**config.mk**
```make
export PLATFORM = sky130hd
export DESIGN_NAME = rpj_div_cell
export DESIGN_NICKNAME = d
export VERILOG_FILES = /design/src/rtl/rpj_pkg.sv /design/src/rtl/rpj_div_cell.sv
export SDC_FILE = /design/constraint.sdc
export NUM_CORES = 1
export LEC_CHECK = 0
export ABC_AREA = 1
export BUFFER_PORTS_ARGS = -buffer_cell sky130_fd_sc_hd__clkbuf_2
export CORE_ASPECT_RATIO = 0.75
export CORE_MARGIN = 10
export CORE_UTILIZATION = 23
export CTS_CLUSTER_DIAMETER = 80
export DETAILED_ROUTE_END_ITERATION = 6
export PLACE_DENSITY = 0.5
export REMOVE_ABC_BUFFERS = 1
export SETUP_SLACK_MARGIN = 0.1
export SYNTH_ARGS = -nofsm -noshare
export SYNTH_HDL_FRONTEND = slang
export SYNTH_SLANG_ARGS = --single-unit
export TNS_END_PERCENT = 5
```
**constraint.sdc**
```tcl
create_clock -name clock -period 4.69 [get_ports clock]
set_input_delay 0.938 -clock clock [delete_from_list [all_inputs] [get_ports clock]]
set_output_delay 0.938 -clock clock [all_outputs]
set_load 0.005 [all_outputs]
```
**src/rtl/rpj_pkg.sv**
```systemverilog
`timescale 1ns / 1ps

package rpj_pkg;

   localparam int FRAC_BITS_DEF = 16;

   localparam int CSR_IDX_W  = 3;
   localparam int CSR_DATA_W = 32;
   localparam int COORD_W    = 32;
   localparam int COLOR_W    = 24;
   localparam int PROD_W     = 41;
   localparam int W_W        = 42;
   localparam int WMAG_W     = 41;
   localparam int REM_W      = WMAG_W + 1;
   localparam int QUO_W      = COORD_W + 1;

   localparam logic [COORD_W-1:0] COORD_POS_MAX = 32'h7fff_ffff;
   localparam logic [COORD_W-1:0] COORD_NEG_MAX = 32'h8000_0000;

   typedef enum logic [CSR_IDX_W-1:0] {
      CSR_OFFSET_X         = 3'd0,
      CSR_OFFSET_Y         = 3'd1,
      CSR_FOCAL_LENGTH     = 3'd2,
      CSR_INVERSE_BASELINE = 3'd3,
      CSR_PRINCIPAL_SHIFT  = 3'd4
   } csr_index_type;

   typedef struct packed {
      logic [11:0] column;
      logic [11:0] row;
      logic [7:0]  disparity;
      logic [7:0]  blue;
      logic [7:0]  green;
      logic [7:0]  red;
   } req_type;

   typedef struct packed {
      logic signed [COORD_W-1:0] point_x;
      logic signed [COORD_W-1:0] point_y;
      logic signed [COORD_W-1:0] point_z;
      logic [COLOR_W-1:0]        packed_color;
      logic                      saturated;
   } rsp_type;

   typedef struct packed {
      logic               valid;
      logic               w_zero;
      logic [2:0]         neg;
      logic [2:0]         num_zero;
      logic [COLOR_W-1:0] color;
   } cell_ctl_type;

endpackage

```
**src/rtl/rpj_div_cell.sv**
```systemverilog
`timescale 1ns / 1ps

module rpj_div_cell #(
   parameter int FRAC_BITS = rpj_pkg::FRAC_BITS_DEF
) (
   input  logic                                   clock,
   input  logic                                   reset,
   input  logic                                   advance,
   input  rpj_pkg::cell_ctl_type                  in_ctl,
   input  logic [rpj_pkg::WMAG_W-1:0]             in_divisor,
   input  logic [2:0][rpj_pkg::REM_W-1:0]         in_rem,
   input  logic [2:0][((13 + FRAC_BITS) > 32 ? 13 + FRAC_BITS : 32) + FRAC_BITS:0] in_div,
   input  logic [2:0][rpj_pkg::QUO_W-1:0]         in_quo,
   input  logic [2:0]                             in_ovf,
   output rpj_pkg::cell_ctl_type                  out_ctl,
   output logic [rpj_pkg::WMAG_W-1:0]             out_divisor,
   output logic [2:0][rpj_pkg::REM_W-1:0]         out_rem,
   output logic [2:0][((13 + FRAC_BITS) > 32 ? 13 + FRAC_BITS : 32) + FRAC_BITS:0] out_div,
   output logic [2:0][rpj_pkg::QUO_W-1:0]         out_quo,
   output logic [2:0]                             out_ovf
);
   import rpj_pkg::*;

   localparam int NUM_W = ((13 + FRAC_BITS) > 32 ? 13 + FRAC_BITS : 32) + 1;
   localparam int DIV_W = NUM_W + FRAC_BITS;

   cell_ctl_type          ctl_ff, ctl_in;
   logic [WMAG_W-1:0]     divisor_ff;
   logic [2:0][REM_W-1:0] rem_ff, rem_in;
   logic [2:0][DIV_W-1:0] div_ff, div_in;
   logic [2:0][QUO_W-1:0] quo_ff, quo_in;
   logic [2:0]            ovf_ff, ovf_in;

   logic [2:0][REM_W-1:0] shifted;
   logic [2:0][REM_W:0]   diff;

   // one restoring step per channel
   always_comb begin
      ctl_in = in_ctl;
      if (reset) begin
         ctl_in.valid = 1'b0;
      end
      for (int i = 0; i < 3; i++) begin
         shifted[i] = {in_rem[i][REM_W-2:0], in_div[i][DIV_W-1]};
         diff[i]    = {1'b0, shifted[i]} - {2'b00, in_divisor};
         rem_in[i]  = diff[i][REM_W] ? shifted[i] : diff[i][REM_W-1:0];
         quo_in[i]  = {in_quo[i][QUO_W-2:0], ~diff[i][REM_W]};
         ovf_in[i]  = in_ovf[i] | in_quo[i][QUO_W-1];
         div_in[i]  = {in_div[i][DIV_W-2:0], 1'b0};
      end
   end

   always_ff @(posedge clock) begin
      if (advance) begin
         divisor_ff <= in_divisor;
         rem_ff     <= rem_in;
         div_ff     <= div_in;
         quo_ff     <= quo_in;
         ovf_ff     <= ovf_in;
      end
      if (advance || reset) begin
         ctl_ff <= ctl_in;
      end
   end

   assign out_ctl     = ctl_ff;
   assign out_divisor = divisor_ff;
   assign out_rem     = rem_ff;
   assign out_div     = div_ff;
   assign out_quo     = quo_ff;
   assign out_ovf     = ovf_ff;

endmodule

```
==> metrics.md <==
| Metric | Value |
|---|---|
| Status | `finished, final reports clean` |
| Setup Viol. Count Final | `0` |
| Peak supply drop | `277 uV` |
| Synthesized flop and latch total | `445` |
| CP max stage cell | `ha_1` |
| Hold Crit Class | `primary input to flip-flop` |
| Largest net degree at the start of global routing | `111` |
| Worst setup SP type | `primary input` |
| Multiplexer share of the synthesized area | `0%` |
| Synthesized area | `24,900 sq um` |
| CP Capture Type | `flip-flop` |
| Detailed Route WL | `132,000 um` |
| Most used flip-flop cell after synthesis | `edfxtp_1` |
| CP required | `5.07 ns` |
| IO Count | `899` |
| Fillcell total | `11,700` |
| FFs w/ async S/R, synth | `0%` |
| Starting Density | `23.2%` |
| Area delta synth->final | `32.3%` |
| TritonRoute pass-1 iters | `5` |
| Main combinational cell family by area after synthesis | `simple AND/OR/NAND/NOR gates` |
| Number of flops mapped to enable cells by yosys | `445` |
| Top cell type's share of synthesized area | `53.7%` |
| Cell family with most CP delay | `buffers and inverters` |
| Unrepaired setup endpoints after global routing | `no` |
| Routed Antenna Nets | `0` |
| Root buffer cell | `clkbuf_16` |
| Total GRT Usage | `20.4%` |
| WP buf/inv | `3` |
| Total gr overflow | `0` |
| Critical path type | `primary input to flip-flop` |
| Area leader, netlist | `edfxtp_1` |
| Cts hold-fix bufs | `0` |
| TritonCTS clock tree | `yes` |
| H-tree Lvls | `2` |
| Final Slew Violations | `0` |
| Post-CTS Setup Bufs | `0` |
| Fin Hold WS | `0.455 ns` |
| Fin crit share | `68.6%` |
| Most common cell after layout, fill and taps aside | `nand2_1` |
| Max clock buf depth | `3` |
| # DRC | `0` |
| I/O Buffers | `892` |
| First-pass GRT wire length | `175,000 um` |
| Die H | `305 um` |
| Crit Path Max Fanout | `25` |
| Via count | `23,100` |
| Most frequent cells in the layout | `nand2_1 (1,080), clkbuf_2 (891), inv_1 (483)` |
| Worst-path clk slew | `0.06 ns` |
| Synth Area in Compound Gates | `4.45%` |
| Initial antenna violation count | `66` |
| Final Critical Period | `3.22 ns` |
| Critical path cell sequence | `clkbuf_2 -> inv_1 -> ha_1 -> a21oi_1 -> o21ai_0 -> nand2_1 -> nand2_1 -> a21oi_1 -> nand2_1 -> nor2_4 -> buf_4 -> a21oi_2` |
| Layout cells sized above 1 | `27.1%` |
| Worst Hold Path EP | `out_quo[89]` |
| Transition time of the tightest slew-check pin | `0.893 ns` |
| Final Hold Fails | `0` |
| Power Dens Cells | `363 nW/um^2` |
| TritonCTS Buffers | `56` |
| Worst path arrival time | `3.60 ns` |
| Rel. slew slack | `40.5%` |
| Core area | `107,000 sq um` |
| Wire per inst | `24.8 um` |
| Post-Synth XOR/XNOR Area | `2.43%` |
| Syn Inst Count | `2,890` |
| Post-Synth Adder-Cell Area | `6.42%` |
| Setup TNS | `0 ns` |
| Die area | `122,000 sq um` |
| Vias in the first global route | `22,400` |
| First DRT Iteration DRCs | `1,903` |
| Row count | `104` |
| DP Wirelength | `114,000 um` |
| Final GP Congestion | `0.955` |
| Hold wc startpoint | `in_quo[88]` |
| Synth cell types | `36` |
| Hold Path Stages | `1` |
| Max cap viols | `0` |
| Sequential fraction of the synthesis area | `53.7%` |
| Total power | `0.0120 W` |
| Lkg Pwr | `16.4 nW` |
| Synth area leaders | `edfxtp_1 (54%), nand2_1 (16%), inv_1 (7.3%), ha_1 (6.2%), nand3_1 (3.2%)` |
| Fmax | `311 MHz` |
| Post_cts resized | `0` |
| Post-Synth Simple-Gate Area | `24.7%` |
| CP max stage delay | `0.38 ns` |
| YS warnings | `0` |
| Most used cell, CP | `nand2_1` |
| Vias per cell | `4.34` |
| Die width | `400 um` |
| Clock sink count | `445` |
| Final #Nets | `4,406` |
| Mean post-synth cell area | `8.61 sq um` |
[registers in the layout (all words and copies together) (netlist names)]
name and flops:
out_ctl 32, out_div 144, out_divisor 41, out_ovf 3
out_quo 99, out_rem 126
[per-stage QoR]
stage,setup slack [ns],area (sq um),utilization (%),instances
2_1_floorplan,1.14,24700,-,2865
3_3_place_gp,0.940,31100,29.0,5202
3_5_place_dp,0.919,31100,29.0,5202
4_1_cts,1.61,32900,30.7,5300
5_1_grt,1.39,32900,30.7,5301
6_report,1.47,32900,30.7,5313
[power by group]
part           switching [W]  internal, W  total (W)
clock                0.00193      0.00239    0.00432
sequential          0.000147      0.00487    0.00502
combinational        0.00171     0.000902    0.00261
[cell families after synthesis]
family | after synthesis
flip-flops | 445
other | 1
adder cells (fa/ha/maj) | 126
AO/OA/AOI/OAI | 208
AND/OR/NAND/NOR | 1522
XOR/XNOR | 69
buffers and inverters | 519
[metal layers]
metal | share of wire [%] | track usage [%]
met1 | 37 | 23.1
met2 | 50 | 36.7
met3 | 8.5 | 5.64
met4 | 3.8 | 6.76
met5 | 0.15 | 0
[worst max-delay path by stage]
stage               cells past startpoint     endpoint  slack, ns      startpoint
floorplan                              10   out_rem[0]       1.14      in_div[48]
finish                                 12  out_rem[83]       1.47  in_divisor[27]
global route                           14  out_rem[83]       1.39  in_divisor[17]
CTS                                    12  out_rem[83]       1.61  in_divisor[39]
detailed placement                     12  out_rem[83]       0.92  in_divisor[39]
global placement                       12  out_rem[83]       0.94  in_divisor[39]
[synthesized netlist by cell type (3+ instances only)]
cell type,instances
xor2_1,34
nand4_1,5
nand2_2,6
nor3_2,3
nor2_2,15
o21ai_0,66
nor2_1,198
o21bai_1,6
nor3_1,13
nor2_4,3
inv_1,483
nand3b_1,8
nand2_1,1080
nand3_1,161
inv_2,7
fa_1,3
nand3_2,3
or2_2,14
o21a_1,4
o21ai_1,13
a21oi_2,7
and2_1,12
xnor2_1,35
ha_1,123
edfxtp_1,445
a21oi_1,107
buf_6,10
buf_4,9
buf_2,6
o21ai_2,3
[cell type report]
type                            count  area, sq um  share of cell area (%)
Clock inverter                     31          350                    1.06
Sequential cell                   445        13400                    40.6
Inverter                          492         1850                    5.61
Tap cell                         1431         1790                    5.43
Multi-Input combinational cell   1928         9490                    28.8
Clock buffer                       67         1440                    4.38
Antenna cell                       13         32.5                  0.0987
Timing Repair Buffer              906         4630                    14.1
Note: power is estimated with default switching activity, not from simulation.
