### config.mk
export PLATFORM = sky130hd
export DESIGN_NAME = rpj_front
export DESIGN_NICKNAME = d
export VERILOG_FILES = /design/src/rtl/rpj_pkg.sv /design/src/rtl/rpj_front.sv
export SDC_FILE = /design/constraint.sdc
export NUM_CORES = 1
export LEC_CHECK = 0
export ABC_AREA = 1
export BUFFER_PORTS_ARGS = -buffer_cell sky130_fd_sc_hd__buf_4
export CELL_PAD_IN_SITES_DETAIL_PLACEMENT = 1
export CELL_PAD_IN_SITES_GLOBAL_PLACEMENT = 2
export CORE_MARGIN = 1
export CORE_UTILIZATION = 40
export DETAILED_ROUTE_END_ITERATION = 12
export PLACE_DENSITY = 0.83
export RECOVER_POWER = 25
export SETUP_SLACK_MARGIN = 0.05
export SYNTH_ARGS = -nofsm -noshare
export SYNTH_HDL_FRONTEND = slang
export SYNTH_SLANG_ARGS = --single-unit
export TNS_END_PERCENT = 5
### constraint.sdc
create_clock -name clock -period 13.1 [get_ports clock]
set_clock_uncertainty 0.05 [all_clocks]
set_input_delay 2.62 -clock clock [delete_from_list [all_inputs] [get_ports clock]]
set_output_delay 2.62 -clock clock [all_outputs]
set_load 0.05 [all_outputs]
### src/rtl/rpj_pkg.sv
`timescale 1ns / 1ps

package rpj_pkg;

   localparam int FRAC_BITS_DEF = 16;

   localparam int CSR_IDX_W  = 3;
   localparam int CSR_DATA_W = 32;
   localparam int COORD_W    = 32;
   localparam int COLOR_W    = 24;
   localparam int PROD_W     = 41;
   localparam int W_W        = 42;
   localparam int WMAG_W     = 41;
   localparam int REM_W      = WMAG_W + 1;
   localparam int QUO_W      = COORD_W + 1;

   localparam logic [COORD_W-1:0] COORD_POS_MAX = 32'h7fff_ffff;
   localparam logic [COORD_W-1:0] COORD_NEG_MAX = 32'h8000_0000;

   typedef enum logic [CSR_IDX_W-1:0] {
      CSR_OFFSET_X         = 3'd0,
      CSR_OFFSET_Y         = 3'd1,
      CSR_FOCAL_LENGTH     = 3'd2,
      CSR_INVERSE_BASELINE = 3'd3,
      CSR_PRINCIPAL_SHIFT  = 3'd4
   } csr_index_type;

   typedef struct packed {
      logic [11:0] column;
      logic [11:0] row;
      logic [7:0]  disparity;
      logic [7:0]  blue;
      logic [7:0]  green;
      logic [7:0]  red;
   } req_type;

   typedef struct packed {
      logic signed [COORD_W-1:0] point_x;
      logic signed [COORD_W-1:0] point_y;
      logic signed [COORD_W-1:0] point_z;
      logic [COLOR_W-1:0]        packed_color;
      logic                      saturated;
   } rsp_type;

   typedef struct packed {
      logic               valid;
      logic               w_zero;
      logic [2:0]         neg;
      logic [2:0]         num_zero;
      logic [COLOR_W-1:0] color;
   } cell_ctl_type;

endpackage

### src/rtl/rpj_front.sv
`timescale 1ns / 1ps

module rpj_front #(
   parameter int FRAC_BITS = rpj_pkg::FRAC_BITS_DEF
) (
   input  logic                                   clock,
   input  logic                                   reset,
   input  logic                                   advance,
   input  logic                                   req_valid,
   input  rpj_pkg::req_type                       req,
   output logic                                   req_ready,
   input  logic signed [rpj_pkg::CSR_DATA_W-1:0]  offset_x,
   input  logic signed [rpj_pkg::CSR_DATA_W-1:0]  offset_y,
   input  logic signed [rpj_pkg::CSR_DATA_W-1:0]  focal_length,
   input  logic signed [rpj_pkg::CSR_DATA_W-1:0]  inverse_baseline,
   input  logic signed [rpj_pkg::CSR_DATA_W-1:0]  principal_shift,
   output rpj_pkg::cell_ctl_type                  out_ctl,
   output logic [rpj_pkg::WMAG_W-1:0]             out_divisor,
   output logic [2:0][((13 + FRAC_BITS) > 32 ? 13 + FRAC_BITS : 32) + FRAC_BITS:0] out_div
);
   import rpj_pkg::*;

   localparam int NUM_W = ((13 + FRAC_BITS) > 32 ? 13 + FRAC_BITS : 32) + 1;
   localparam int DIV_W = NUM_W + FRAC_BITS;

   logic                     s0_valid_ff, s0_valid_in;
   req_type                  s0_req_ff, s0_req_in;

   logic                     a_valid_ff;
   logic signed [PROD_W-1:0] a_prod_ff, a_prod_in;
   logic signed [NUM_W-1:0]  a_nx_ff, a_nx_in, a_ny_ff, a_ny_in;
   logic [COLOR_W-1:0]       a_color_ff;

   logic                     b_valid_ff;
   logic signed [W_W-1:0]    b_w_ff, b_w_in;
   logic [2:0][NUM_W-1:0]    b_mag_ff, b_mag_in;
   logic [2:0]               b_neg_ff, b_neg_in, b_zero_ff, b_zero_in;
   logic [COLOR_W-1:0]       b_color_ff;

   cell_ctl_type             c_ctl_ff, c_ctl_in;
   logic [WMAG_W-1:0]        c_divisor_ff, c_divisor_in;
   logic [2:0][DIV_W-1:0]    c_div_ff, c_div_in;

   logic signed [PROD_W-1:0] disp_ext, ib_ext;
   logic signed [NUM_W-1:0]  col_ext, row_ext, offx_ext, offy_ext;
   logic [2:0][NUM_W-1:0]    num;
   logic signed [W_W-1:0]    w_neg;

   assign req_ready = advance || !s0_valid_ff;

   always_comb begin
      s0_valid_in = s0_valid_ff;
      s0_req_in   = s0_req_ff;
      if (req_ready) begin
         s0_valid_in = req_valid && (req.disparity != '0);
         s0_req_in   = req;
      end
   end

   always_comb begin
      disp_ext  = $signed({{(PROD_W - 8){1'b0}}, s0_req_ff.disparity});
      ib_ext    = $signed({{(PROD_W - CSR_DATA_W){inverse_baseline[CSR_DATA_W-1]}},
                           inverse_baseline});
      a_prod_in = disp_ext * ib_ext;
      col_ext   = $signed({{(NUM_W - 12 - FRAC_BITS){1'b0}}, s0_req_ff.column,
                           {FRAC_BITS{1'b0}}});
      row_ext   = $signed({{(NUM_W - 12 - FRAC_BITS){1'b0}}, s0_req_ff.row,
                           {FRAC_BITS{1'b0}}});
      offx_ext  = $signed({{(NUM_W - CSR_DATA_W){offset_x[CSR_DATA_W-1]}}, offset_x});
      offy_ext  = $signed({{(NUM_W - CSR_DATA_W){offset_y[CSR_DATA_W-1]}}, offset_y});
      a_nx_in   = col_ext + offx_ext;
      a_ny_in   = row_ext + offy_ext;
   end

   always_comb begin
      b_w_in = $signed({{(W_W - CSR_DATA_W){principal_shift[CSR_DATA_W-1]}},
                        principal_shift})
             - $signed({a_prod_ff[PROD_W-1], a_prod_ff});
      num[0] = a_nx_ff;
      num[1] = a_ny_ff;
      num[2] = {{(NUM_W - CSR_DATA_W){focal_length[CSR_DATA_W-1]}}, focal_length};
      for (int i = 0; i < 3; i++) begin
         b_mag_in[i]  = num[i][NUM_W-1] ? (~num[i] + 1'b1) : num[i];
         b_neg_in[i]  = num[i][NUM_W-1] ^ b_w_in[W_W-1];
         b_zero_in[i] = (num[i] == '0);
      end
   end

   always_comb begin
      w_neg              = -b_w_ff;
      c_ctl_in.valid     = b_valid_ff;
      c_ctl_in.w_zero    = (b_w_ff == '0);
      c_ctl_in.neg       = b_neg_ff;
      c_ctl_in.num_zero  = b_zero_ff;
      c_ctl_in.color     = b_color_ff;
      c_divisor_in       = b_w_ff[W_W-1] ? w_neg[WMAG_W-1:0] : b_w_ff[WMAG_W-1:0];
      for (int i = 0; i < 3; i++) begin
         c_div_in[i] = {b_mag_ff[i], {FRAC_BITS{1'b0}}};
      end
      if (reset) begin
         c_ctl_in.valid = 1'b0;
      end
   end

   always_ff @(posedge clock) begin
      s0_req_ff <= s0_req_in;
      if (advance) begin
         a_prod_ff    <= a_prod_in;
         a_nx_ff      <= a_nx_in;
         a_ny_ff      <= a_ny_in;
         a_color_ff   <= {s0_req_ff.red, s0_req_ff.green, s0_req_ff.blue};
         b_w_ff       <= b_w_in;
         b_mag_ff     <= b_mag_in;
         b_neg_ff     <= b_neg_in;
         b_zero_ff    <= b_zero_in;
         b_color_ff   <= a_color_ff;
         c_divisor_ff <= c_divisor_in;
         c_div_ff     <= c_div_in;
      end
      if (advance || reset) begin
         c_ctl_ff <= c_ctl_in;
      end
      if (reset) begin
         s0_valid_ff    <= 1'b0;
         a_valid_ff     <= 1'b0;
         b_valid_ff     <= 1'b0;
      end else begin
         s0_valid_ff <= s0_valid_in;
         if (advance) begin
            a_valid_ff <= s0_valid_ff;
            b_valid_ff <= a_valid_ff;
         end
      end
   end

   assign out_ctl     = c_ctl_ff;
   assign out_divisor = c_divisor_ff;
   assign out_div     = c_div_ff;

endmodule

==> run summary <==
R2r worst-path depth: 18
Io pins: 441
Total Wirelength: 96,900 µm
Clk buf depth: 3
Dpl hpwl: 79,000 µm
F_max: 0.150 GHz
Final setup viols: 0
Power per Cell Area: 211 nW/µm²
Setup TNS: 0 ps
Die area: 87,700 µm²
RSZ-0062 raised after global routing: false
Yosys reg bits: 533
Final Non-Filler Cells: 5,203
Routed met2 length: 48,200 µm
Wire per inst: 18.6 µm
Clk slew on worst S/H paths: 60 ps
1st-iter DRT viols: 900
Core area: 85,400 µm²
Clock tree from TritonCTS: done
TritonRoute pass-1 iters: 5
Largest net degree at the start of global routing: 90
Root Buffer: clkbuf_16
Row count: 107
GP Congestion: 0.859
Die Span Y: 296 µm
Num Clock Sinks: 533
Highest metal used: met4
Post-CTS Setup Repair Bufs: 0
Initial antenna violation count: 5
Synth cell count leaders: nand2_1 (817), inv_1 (719), edfxtp_1 (530)
HP Start: b_mag_ff[97]
Area Growth Syn to Fin: 17.3%
Hold Crit Depth: 0
Vias in the first global route: 26,444
WP depth: 20
Port bufs: 392
Width of the die: 296 µm
Finished Core Util: 0.475
Detail Route met3 WL: 2940 µm
Worst EP arrival: 6960 ps
Post-synth EDFFs: 530
Post-Syn Instances: 3,603
Ys flop type: edfxtp_1
First-pass GRT wire length: 148,000 µm
Clock latency on the worst-skew pair: 640 ps
Mapped Area: 34,600 µm²
Status: complete, no violations
Final Cycle Share: 0.508
Vias/cell: 4.77
Initial Util: 0.405
Unique masters post-synth: 55
CP required: 13,410 ps
Synth top area cells: edfxtp_1 (46%), fa_1 (12%), nand2_1 (8.9%)
Delay-heaviest family, CP: adder cells
Async SR Flop Fraction: 0
CP Launch Point: inverse_baseline[31]
Critical-path cell list: buf_4 > nand2_1 > inv_1 > fa_1 > inv_1 > fa_1 > inv_1 > fa_1 > inv_1 > fa_1 > inv_1 > ha_1 > inv_1 > o21ai_0 > or2_2 > a21oi_1 > a21boi_0 > nand2_1 > nand2_1 > nand2_1
Yosys top cell area share: 0.460
Min Clock Period, post-route: 6660 ps
Slew Limit Fails: 0
Clock buffer count from CTS: 60
Slew at the pin closest to its max-slew limit: 1480 ps
Crit path capture type: register
Final nets: 4,577
# DRC: 0
Syn avg cell area: 9.60 µm²
GRT overflow: 0
CP max-delay cell: fa_1
Max_slew headroom: 0.0123
Largest stage delay on the critical path: 680 ps
M1 WL: 42,200 µm
Antenna-violating nets left: 0
P_leak: 19.2 nW
Min-delay worst type: reg2reg
Share of post-route cells with drive strength above 1: 0.143
Placed insts: 5,084
Worst-path maximum fanout: 8
Cell taking the most area after synthesis: edfxtp_1
Final hold violations: 0
Fillers: 9,813
CTS HTree Levels: 2
Register area share after synthesis: 0.462
Worst vdd ir: 0.113 mV
Gr usage total: 0.220
Most numerous cell in the Yosys netlist: nand2_1
PostCTS Resize Cnt: 0
Yosys Warn Count: 0
Setup Crit Path Kind: in2reg
Worst path bufs/invs: 7
Most used cell, CP: inv_1
CP Launch Type: input pin
Max_cap viols: 0
Hold Buf Count CTS: 0
Reg2Reg Launch Point: disp_ext[1]
Detailed-route via count: 24,795
==> metal layers <==
| metal | up-vias | track usage |
|---|---|---|
| li1 | 12171 | - |
| met1 | 12080 | 0.282 |
| met2 | 403 | 0.383 |
| met3 | 141 | 0.0245 |
| met4 | 0 | 0.0751 |
| met5 | - | 0 |
==> cell families (layout without fill, tap and decap cells) <==
group	after synthesis	count (layout)	synth area share
flops	533	533	0.462
simple gates	1388	1388	0.173
other cells	1	53	0.000108
compound gates	290	290	0.0469
xor+xnor	190	190	0.0481
fa+ha+maj	355	355	0.172
buf+inv	846	1250	0.0982
==> metrics by stage <==
stage | setup WS [ps] | total power [mW] | instance area (µm²) | hold slack, ps
2_1_floorplan | 6160 | 5.53 | 34800 | 350
3_3_place_gp | 5880 | 6.83 | 38600 | 350
3_5_place_dp | 5790 | 6.90 | 38600 | 355
4_1_cts | 6460 | 8.69 | 40700 | 338
5_1_grt | 6060 | 9.25 | 40600 | 347
6_report | 6440 | 8.58 | 40600 | 336
==> where the power goes <==
part | leakage [nW] | internal [mW] | switching, mW
clock | 0.993 | 1.02 | 0.725
sequential | 5.27 | 2.40 | 0.160
combinational | 12.9 | 1.37 | 2.90
total | 19.2 | 4.80 | 3.78
==> cell usage in the layout, fill, tap and decap left out, types with 47 or more instances in the layout <==
cell type / Yosys / final
xor2_1: 136 / 136
edfxtp_1: 530 / 530
nand4_1: 45 / 47
ha_1: 154 / 154
xnor2_1: 54 / 54
clkbuf_16: 0 / 60
conb_1: 1 / 48
nand2_1: 817 / 819
inv_1: 719 / 720
nor2_1: 248 / 253
o21ai_0: 98 / 105
buf_4: 48 / 370
fa_1: 201 / 201
nand3_1: 130 / 131
nor3_1: 54 / 58
a21oi_1: 120 / 120
==> sequential cells by signal (all words and copies together) (netlist names), 3 cells and up <==
name and cells:
a_nx_ff 33, s0_req_ff 24, a_color_ff 24, b_mag_ff 99, b_zero_ff 3, b_neg_ff 3, out_ctl 32, disp_ext 8
b_w_ff 42, row_ext 12, a_ny_ff 33, out_divisor 41, b_color_ff 24, col_ext 12, out_div 99, a_prod_ff 41
==> final timing paths <==
check,endpoint,slack (ps)
setup / recovery,a_prod_ff[34],6440
hold / removal,out_div[145],340
setup reg to reg,a_prod_ff[33],7740
hold reg to reg,out_div[145],340
==> worst reg2reg max path: stages (launching register included) <==
cell      delay (ps)
edfxtp_1         690
buf_4            390
nand2_1          130
fa_1             530
inv_1             60
fa_1             460
fa_1             500
inv_1             60
fa_1             580
inv_1             60
ha_1             360
a21oi_1          270
o21ai_0          180
a21oi_1          190
o21ai_0          190
nand3_1          160
nand2_1           80
nand2_1           90
nand2_1           80
==> area by class of cell <==
class                           count  area [µm²]  area share
Sequential cell                   533       16000       0.394
Timing Repair Buffer              411        3080      0.0759
Clock buffer                       65        1520      0.0375
Clock inverter                     49         562      0.0138
Antenna cell                        5        12.5    0.000308
Inverter                          725        2720      0.0670
Tap cell                         1144        1430      0.0353
Multi-Input combinational cell   2271       15300       0.377
(Power assumes the default switching activity.)
